$ cat config.mk
export PLATFORM = sky130hd
export DESIGN_NAME = sorted_shift_table_flat
export DESIGN_NICKNAME = d
export VERILOG_FILES = /design/src/rtl/core/sst_pkg.sv /design/src/rtl/core/sst_if.sv /design/src/rtl/core/sst_cell.sv /design/src/rtl/core/sorted_shift_table.sv /design/src/flat_wrapper.sv
export SDC_FILE = /design/constraint.sdc
export NUM_CORES = 2
export LEC_CHECK = 0
export BUFFER_PORTS_ARGS = -buffer_cell sky130_fd_sc_hd__buf_4
export CAP_MARGIN = 40
export CORE_UTILIZATION = 30
export CTS_BUF_LIST = sky130_fd_sc_hd__clkbuf_8
export DETAILED_ROUTE_END_ITERATION = 8
export SETUP_SLACK_MARGIN = 0.5
export SYNTH_ARGS = -nofsm -noshare
export SYNTH_HDL_FRONTEND = slang
export SYNTH_HIERARCHICAL = 1
export SYNTH_SLANG_ARGS = --single-unit
$ cat constraint.sdc
create_clock -name clk -period 11.4 [get_ports clk]
set_input_delay 1.14 -clock clk [delete_from_list [all_inputs] [get_ports clk]]
set_output_delay 1.14 -clock clk [all_outputs]
set_load 0.01 [all_outputs]
$ cat src/rtl/core/sst_pkg.sv
`timescale 1ns / 1ps

package sst_pkg;

    localparam int CAPACITY  = 16;
    localparam int CNT_W     = $clog2(CAPACITY + 1);
    localparam int CMD_W     = 3;
    localparam int KEY_W     = 32;
    localparam int PAYLOAD_W = 48;
    localparam int STATUS_W  = 2;
    localparam int COUNT_W   = 5;

    localparam logic [CMD_W-1:0] CMD_INS_FRONT  = 3'd0;
    localparam logic [CMD_W-1:0] CMD_INS_END    = 3'd1;
    localparam logic [CMD_W-1:0] CMD_INS_SORTED = 3'd2;
    localparam logic [CMD_W-1:0] CMD_REM_END    = 3'd3;
    localparam logic [CMD_W-1:0] CMD_REM_FRONT  = 3'd4;
    localparam logic [CMD_W-1:0] CMD_REM_KEY    = 3'd5;

    localparam logic [STATUS_W-1:0] ST_DONE      = 2'd0;
    localparam logic [STATUS_W-1:0] ST_FULL      = 2'd1;
    localparam logic [STATUS_W-1:0] ST_EMPTY     = 2'd2;
    localparam logic [STATUS_W-1:0] ST_NOT_FOUND = 2'd3;

    typedef struct packed {
        logic             load;
        logic             shift_in;
        logic             shift_out;
        logic [CMD_W-1:0] command;
    } cell_ctl_t;

endpackage

$ cat src/rtl/core/sst_if.sv
`timescale 1ns / 1ps

interface sst_req_if;
    import sst_pkg::*;

    logic                        valid;
    logic                        ready;
    logic [CMD_W-1:0]            command;
    logic signed [KEY_W-1:0]     key;
    logic [PAYLOAD_W-1:0]        payload;

    modport source (output valid, command, key, payload, input ready);
    modport sink   (input valid, command, key, payload, output ready);
endinterface

interface sst_rsp_if;
    import sst_pkg::*;

    logic                valid;
    logic                ready;
    logic [STATUS_W-1:0] status;
    logic [COUNT_W-1:0]  count;
    logic                is_empty;
    logic                is_full;

    modport source (output valid, status, count, is_empty, is_full, input ready);
    modport sink   (input valid, status, count, is_empty, is_full, output ready);
endinterface

$ cat src/rtl/core/sst_cell.sv
`timescale 1ns / 1ps

module sst_cell (
    input  logic                             clk,
    input  sst_pkg::cell_ctl_t               ctl,
    input  logic                             occ,
    input  logic signed [sst_pkg::KEY_W-1:0] in_key,
    input  logic signed [sst_pkg::KEY_W-1:0] new_key,
    input  logic [sst_pkg::PAYLOAD_W-1:0]    new_payload,
    input  logic signed [sst_pkg::KEY_W-1:0] left_key,
    input  logic [sst_pkg::PAYLOAD_W-1:0]    left_payload,
    input  logic signed [sst_pkg::KEY_W-1:0] right_key,
    input  logic [sst_pkg::PAYLOAD_W-1:0]    right_payload,
    input  logic                             seen_in,
    output logic                             seen_out,
    output logic signed [sst_pkg::KEY_W-1:0] key_q,
    output logic [sst_pkg::PAYLOAD_W-1:0]    payload_q
);
    import sst_pkg::*;

    logic signed [KEY_W-1:0] key_reg, key_next;
    logic [PAYLOAD_W-1:0]    payload_reg, payload_next;
    logic                    lt_reg;
    logic                    eq_reg;
    logic                    cand;
    logic                    at;

    // cand marks a cell that could be the target; the first one in the row wins
    always_comb
    begin
        case (ctl.command)
            CMD_INS_FRONT:  cand = 1'b1;
            CMD_REM_FRONT:  cand = 1'b1;
            CMD_INS_END:    cand = !occ;
            CMD_INS_SORTED: cand = !occ || !lt_reg;
            CMD_REM_KEY:    cand = occ && eq_reg;
            default:        cand = 1'b0;
        endcase
    end

    assign at       = cand && !seen_in;
    assign seen_out = seen_in || cand;

    always_comb
    begin
        key_next     = key_reg;
        payload_next = payload_reg;
        if (ctl.shift_in)
        begin
            if (at)
            begin
                key_next     = new_key;
                payload_next = new_payload;
            end
            else if (seen_in)
            begin
                key_next     = left_key;
                payload_next = left_payload;
            end
        end
        else if (ctl.shift_out && (at || seen_in))
        begin
            key_next     = right_key;
            payload_next = right_payload;
        end
    end

    always_ff @(posedge clk)
    begin
        key_reg     <= key_next;
        payload_reg <= payload_next;
        if (ctl.load)
        begin
            lt_reg <= key_reg < in_key;
            eq_reg <= key_reg == in_key;
        end
    end

    assign key_q     = key_reg;
    assign payload_q = payload_reg;

endmodule

$ cat src/rtl/core/sorted_shift_table.sv
`timescale 1ns / 1ps

// Channel | Dir | Beat carries
// --------+-----+----------------------------------------
// req     | in  | command, key, payload
// rsp     | out | status, count, is_empty, is_full
//
// Each command is latched in IDLE, which also registers the key compares in every
// cell; EXEC then runs the target chain along the row and shifts.
// Reset clears the count; cell contents are undefined until written.
// A waiting response holds EXEC; req is taken again once it executes.

module sorted_shift_table (
    input  logic      clk,
    input  logic      rst_n,
    sst_req_if.sink   req,
    sst_rsp_if.source rsp
);
    import sst_pkg::*;

    localparam logic ST_IDLE = 1'b0;
    localparam logic ST_EXEC = 1'b1;

    logic                    state_reg, state_next;
    logic [CMD_W-1:0]        cmd_reg;
    logic signed [KEY_W-1:0] key_reg;
    logic [PAYLOAD_W-1:0]    payload_reg;
    logic [CNT_W-1:0]        count_reg, count_next;
    logic                    out_valid_reg, out_valid_next;
    logic [STATUS_W-1:0]     status_reg, status_next;
    logic [COUNT_W-1:0]      out_count_reg;
    logic                    empty_reg, full_reg;

    logic                    accept;
    logic                    exec_fire;
    logic                    tbl_full;
    logic                    tbl_empty;
    logic                    found;
    cell_ctl_t               ctl;

    logic [CAPACITY-1:0]     occ;
    logic [CAPACITY:0]       seen;
    logic signed [KEY_W-1:0] cell_key [CAPACITY];
    logic [PAYLOAD_W-1:0]    cell_payload [CAPACITY];

    assign req.ready = (state_reg == ST_IDLE);
    assign accept    = req.valid && req.ready;
    assign exec_fire = (state_reg == ST_EXEC) && (!out_valid_reg || rsp.ready);

    assign tbl_full  = (count_reg == CNT_W'(CAPACITY));
    assign tbl_empty = (count_reg == '0);
    assign found     = seen[CAPACITY];

    always_comb
    begin
        for (int i = 0; i < CAPACITY; i++)
        begin
            occ[i] = CNT_W'(i) < count_reg;
        end
    end

    always_comb
    begin
        status_next   = ST_DONE;
        count_next    = count_reg;
        ctl.load      = accept;
        ctl.shift_in  = 1'b0;
        ctl.shift_out = 1'b0;
        ctl.command   = cmd_reg;
        case (cmd_reg)
            CMD_INS_FRONT, CMD_INS_END, CMD_INS_SORTED:
            begin
                if (tbl_full)
                begin
                    status_next = ST_FULL;
                end
                else
                begin
                    ctl.shift_in = exec_fire;
                    count_next   = count_reg + 1'b1;
                end
            end
            CMD_REM_END:
            begin
                if (tbl_empty)
                begin
                    status_next = ST_EMPTY;
                end
                else
                begin
                    count_next = count_reg - 1'b1;
                end
            end
            CMD_REM_FRONT:
            begin
                if (tbl_empty)
                begin
                    status_next = ST_EMPTY;
                end
                else
                begin
                    ctl.shift_out = exec_fire;
                    count_next    = count_reg - 1'b1;
                end
            end
            CMD_REM_KEY:
            begin
                if (tbl_empty)
                begin
                    status_next = ST_EMPTY;
                end
                else if (!found)
                begin
                    status_next = ST_NOT_FOUND;
                end
                else
                begin
                    ctl.shift_out = exec_fire;
                    count_next    = count_reg - 1'b1;
                end
            end
            default:
            begin
                status_next = ST_DONE;
            end
        endcase
    end

    always_comb
    begin
        case (state_reg)
            ST_IDLE: state_next = accept ? ST_EXEC : ST_IDLE;
            ST_EXEC: state_next = exec_fire ? ST_IDLE : ST_EXEC;
            default: state_next = ST_IDLE;
        endcase
    end

    assign out_valid_next = exec_fire ? 1'b1 : (rsp.ready ? 1'b0 : out_valid_reg);

    always_ff @(posedge clk or negedge rst_n)
    begin
        if (!rst_n)
        begin
            state_reg     <= ST_IDLE;
            count_reg     <= '0;
            out_valid_reg <= 1'b0;
        end
        else
        begin
            state_reg     <= state_next;
            out_valid_reg <= out_valid_next;
            if (exec_fire)
            begin
                count_reg <= count_next;
            end
        end
    end

    always_ff @(posedge clk)
    begin
        if (accept)
        begin
            cmd_reg     <= req.command;
            key_reg     <= req.key;
            payload_reg <= req.payload;
        end
        if (exec_fire)
        begin
            status_reg    <= status_next;
            out_count_reg <= COUNT_W'(count_next);
            empty_reg     <= (count_next == '0);
            full_reg      <= (count_next == CNT_W'(CAPACITY));
        end
    end

    assign seen[0] = 1'b0;

    for (genvar g = 0; g < CAPACITY; g++)
    begin : g_cell
        logic signed [KEY_W-1:0] lk, rk;
        logic [PAYLOAD_W-1:0]    lp, rp;

        if (g == 0)
        begin : g_first
            assign lk = key_reg;
            assign lp = payload_reg;
        end
        else
        begin : g_mid
            assign lk = cell_key[g-1];
            assign lp = cell_payload[g-1];
        end

        if (g == CAPACITY - 1)
        begin : g_last
            assign rk = cell_key[g];
            assign rp = cell_payload[g];
        end
        else
        begin : g_body
            assign rk = cell_key[g+1];
            assign rp = cell_payload[g+1];
        end

        sst_cell u_cell (
            .clk           (clk),
            .ctl           (ctl),
            .occ           (occ[g]),
            .in_key        (req.key),
            .new_key       (key_reg),
            .new_payload   (payload_reg),
            .left_key      (lk),
            .left_payload  (lp),
            .right_key     (rk),
            .right_payload (rp),
            .seen_in       (seen[g]),
            .seen_out      (seen[g+1]),
            .key_q         (cell_key[g]),
            .payload_q     (cell_payload[g])
        );
    end

    assign rsp.valid    = out_valid_reg;
    assign rsp.status   = status_reg;
    assign rsp.count    = out_count_reg;
    assign rsp.is_empty = empty_reg;
    assign rsp.is_full  = full_reg;

endmodule
$ cat src/flat_wrapper.sv
// flat-port wrapper written by rule: the top's interface ports become plain ports
module sorted_shift_table_flat import sst_pkg::*;
  (clk, rst_n, req_valid, req_command, req_key, req_payload, req_ready, rsp_valid, rsp_status, rsp_count, rsp_is_empty, rsp_is_full, rsp_ready);
  sst_req_if req_i ();
  sst_rsp_if rsp_i ();
  input  logic clk;
  input  logic rst_n;
  input wire logic [$bits(req_i.valid)-1:0] req_valid;
  input wire logic [$bits(req_i.command)-1:0] req_command;
  input wire logic [$bits(req_i.key)-1:0] req_key;
  input wire logic [$bits(req_i.payload)-1:0] req_payload;
  output wire logic [$bits(req_i.ready)-1:0] req_ready;
  output wire logic [$bits(rsp_i.valid)-1:0] rsp_valid;
  output wire logic [$bits(rsp_i.status)-1:0] rsp_status;
  output wire logic [$bits(rsp_i.count)-1:0] rsp_count;
  output wire logic [$bits(rsp_i.is_empty)-1:0] rsp_is_empty;
  output wire logic [$bits(rsp_i.is_full)-1:0] rsp_is_full;
  input wire logic [$bits(rsp_i.ready)-1:0] rsp_ready;
  assign req_i.valid = req_valid;
  assign req_i.command = req_command;
  assign req_i.key = req_key;
  assign req_i.payload = req_payload;
  assign req_ready = req_i.ready;
  assign rsp_valid = rsp_i.valid;
  assign rsp_status = rsp_i.status;
  assign rsp_count = rsp_i.count;
  assign rsp_is_empty = rsp_i.is_empty;
  assign rsp_is_full = rsp_i.is_full;
  assign rsp_i.ready = rsp_ready;
  sorted_shift_table u_core (.clk(clk), .rst_n(rst_n), .req(req_i), .rsp(rsp_i));
endmodule
==> impl_metrics.ini <==
[outcome]
status = complete, no violations

[grt]
grt_usage_pct = 15.15
grt_max_degree = 244
antenna_found_initial = 2
grt_pass1_vias = 31481
gr-total-overflow = 0
grt_pass1_wl_um = 180200

[drt]
dr.pass1.iters = 6
drc = 0
drtIter0Drc = 3020
via_count = 32614
viasPerCell = 5.078
routed_wl_um = 117300
antenna_left = 0
wire_per_inst_um = 18.27

[worst_setup_path]
rrSetupSlack_ns = 0.69
reg2reg_from = u_core/count_reg[4]
critPathLaunch = u_core/count_reg[4]
worstPathArrival_ns = 11.23
crit_end = u_core/g_cell[15].u_cell/key_q[10]
max_stage_delay_ns = 0.56
startpoint_type = register
endpoint_kind = register
critPathKind = register to register
reg2regPathDepth = 27
cp.required_ns = 11.92
cpMostUsedCell = or3_2
r2r-end = u_core/g_cell[15].u_cell/key_q[10]
slowest_stage = or3_2
cp_max_fo = 28

[timing]
skew_ns = 0.02234
setup_tns_ns = 0
fin_crit_sh_pct = 93.94
rsz0062_at_grt = false
timing.final.max_slew_violations = 0
fmax_mhz = 93.38
hold_viol_final = 0
worst_slew_pin_slew_ns = 1.135
setup_viol = 0
relSlewSlack_pct = 24.31
period_needed_ns = 10.71

[clock_tree]
cts_tree = built
numCtsBuffers = 106
cts_max_path_buffers = 3
cts.sinks = 595
cts.clk_slew.worst_paths_ns = 0.07
clock_latency_ns = 0.78
ctsRootBufferMaster = clkbuf_8
cts.htree.levels = 3

[cells_and_area]
fillers = 14893
area_growth_syn_to_layout_pct = 7.240
largest_reg_flops = 512
post-route-util_pct = 32.56
fin_nets = 5020
drive_gt1_share_pct = 7.002

[die]
fp.dieW_um = 386.8
coreArea_mm2 = 0.1463
die_area_mm2 = 0.1496
die_h_um = 386.8
start_util_pct = 30.36
rows = 140
ios = 98

[placed_design]
gp_congestion = 0.8606
dp_hpwl_um = 89320
place.port_buffers = 49

[power]
ir_drop_v = 0.00007727
p_per_area_mw_per_mm2 = 147.0
power_leakage_nw = 22.98

[yosys]
syn_area_per_cell_um2 = 9.874
synthCells = 4498
synth_area_mm2 = 0.04441
yosysWarnings = 6

[worst_hold_path]
hold_path_class = input pin to async pin

[flow_run]
maxCapViolCount = 0
[power breakdown]
| part | switching [mW] | internal (mW) |
|---|---|---|
| Sequential | 0.297 | 2.86 |
| Combinational | 1.23 | 0.734 |
| Clock | 0.962 | 0.922 |
[layout by cell type, fill, tap and decap left out, types with 13 or more instances in the layout]
cell	instances
a221oi_1	21
buf_4	79
o21a_4	14
mux2i_1	512
a21o_1	27
clkbuf_8	108
inv_1	566
nor3_1	20
clkinv_1	38
nand2_1	119
a21oi_1	738
nand4_1	98
o21ba_1	16
nor2_1	591
nor4_1	32
clkinv_2	14
ha_1	516
a211oi_1	16
o21ai_0	56
o211ai_1	18
edfxtp_1	588
nand3_1	62
o21bai_4	16
o22ai_1	13
a221o_1	16
[final cells by class]
type | instances | area, um2 | area share, %
timing repair buffer | 93 | 880.8 | 1.849
clock inverter | 82 | 404.1 | 0.8485
tap | 1917 | 2399 | 5.036
sequential | 595 | 17830 | 37.44
multi-input combinational | 3076 | 22560 | 47.38
clock buffer | 108 | 1486 | 3.121
inverter | 545 | 2046 | 4.295
antenna | 6 | 15.01 | 0.03153
[critical path: cells and delay by family (launching register included)]
family                 cells  cell delay (ns)
AOI/OAI and AO/OA          2             0.45
buffers and inverters      3             0.57
DFF                        1             0.40
and+or+nand+nor           22             8.95
[how the worst min path moves through the flow]
stage                      from                to  slack (ns)  cells after the start
3_3_place_gp   u_core/rsp.valid  u_core/rsp.valid        0.52                      2
3_5_place_dp   u_core/rsp.valid  u_core/rsp.valid        0.57                      2
5_1_grt                   rst_n  u_core/rsp.valid        0.12                      1
2_1_floorplan  u_core/state_reg  u_core/rsp.valid        0.52                      2
4_1_cts                   rst_n  u_core/rsp.valid        0.11                      1
6_report                  rst_n  u_core/rsp.valid        0.19                      1
[layer usage]
layer / GRT usage, % / vias to the layer above / routed length, um
met5: 0 / - / 0
met4: 4.245 / 0 / 2862
met3: 2.306 / 170 / 7075
met2: 22.56 / 985 / 49770
met1: 22.48 / 15413 / 57650
li1: - / 16046 / -
[metrics by stage]
| stage | hold WS [ns] | instances | total power, mW | worst slack [ns] | cell area, um2 |
|---|---|---|---|---|---|
| floorplan | 0.5169 | 4499 | 4.521 | 1.223 | 44420 |
| global placement | 0.5175 | 6213 | 5.012 | 0.3337 | 45350 |
| detailed placement | 0.5669 | 6224 | 5.109 | 0.3496 | 45600 |
| CTS | 0.1125 | 6414 | 7.011 | 0.6039 | 47500 |
| global route | 0.1197 | 6422 | 7.414 | 0.4834 | 47630 |
| finish | 0.1900 | 6422 | 6.999 | 0.6907 | 47630 |
[what timing repair did]
item                       CTS  global route
pin swaps                    0             2
setup buffers                0             1
resized for setup            4            18
setup endpoints to repair  450           520
hold buffers                 0             0
Power figures use the tool's default switching activity.
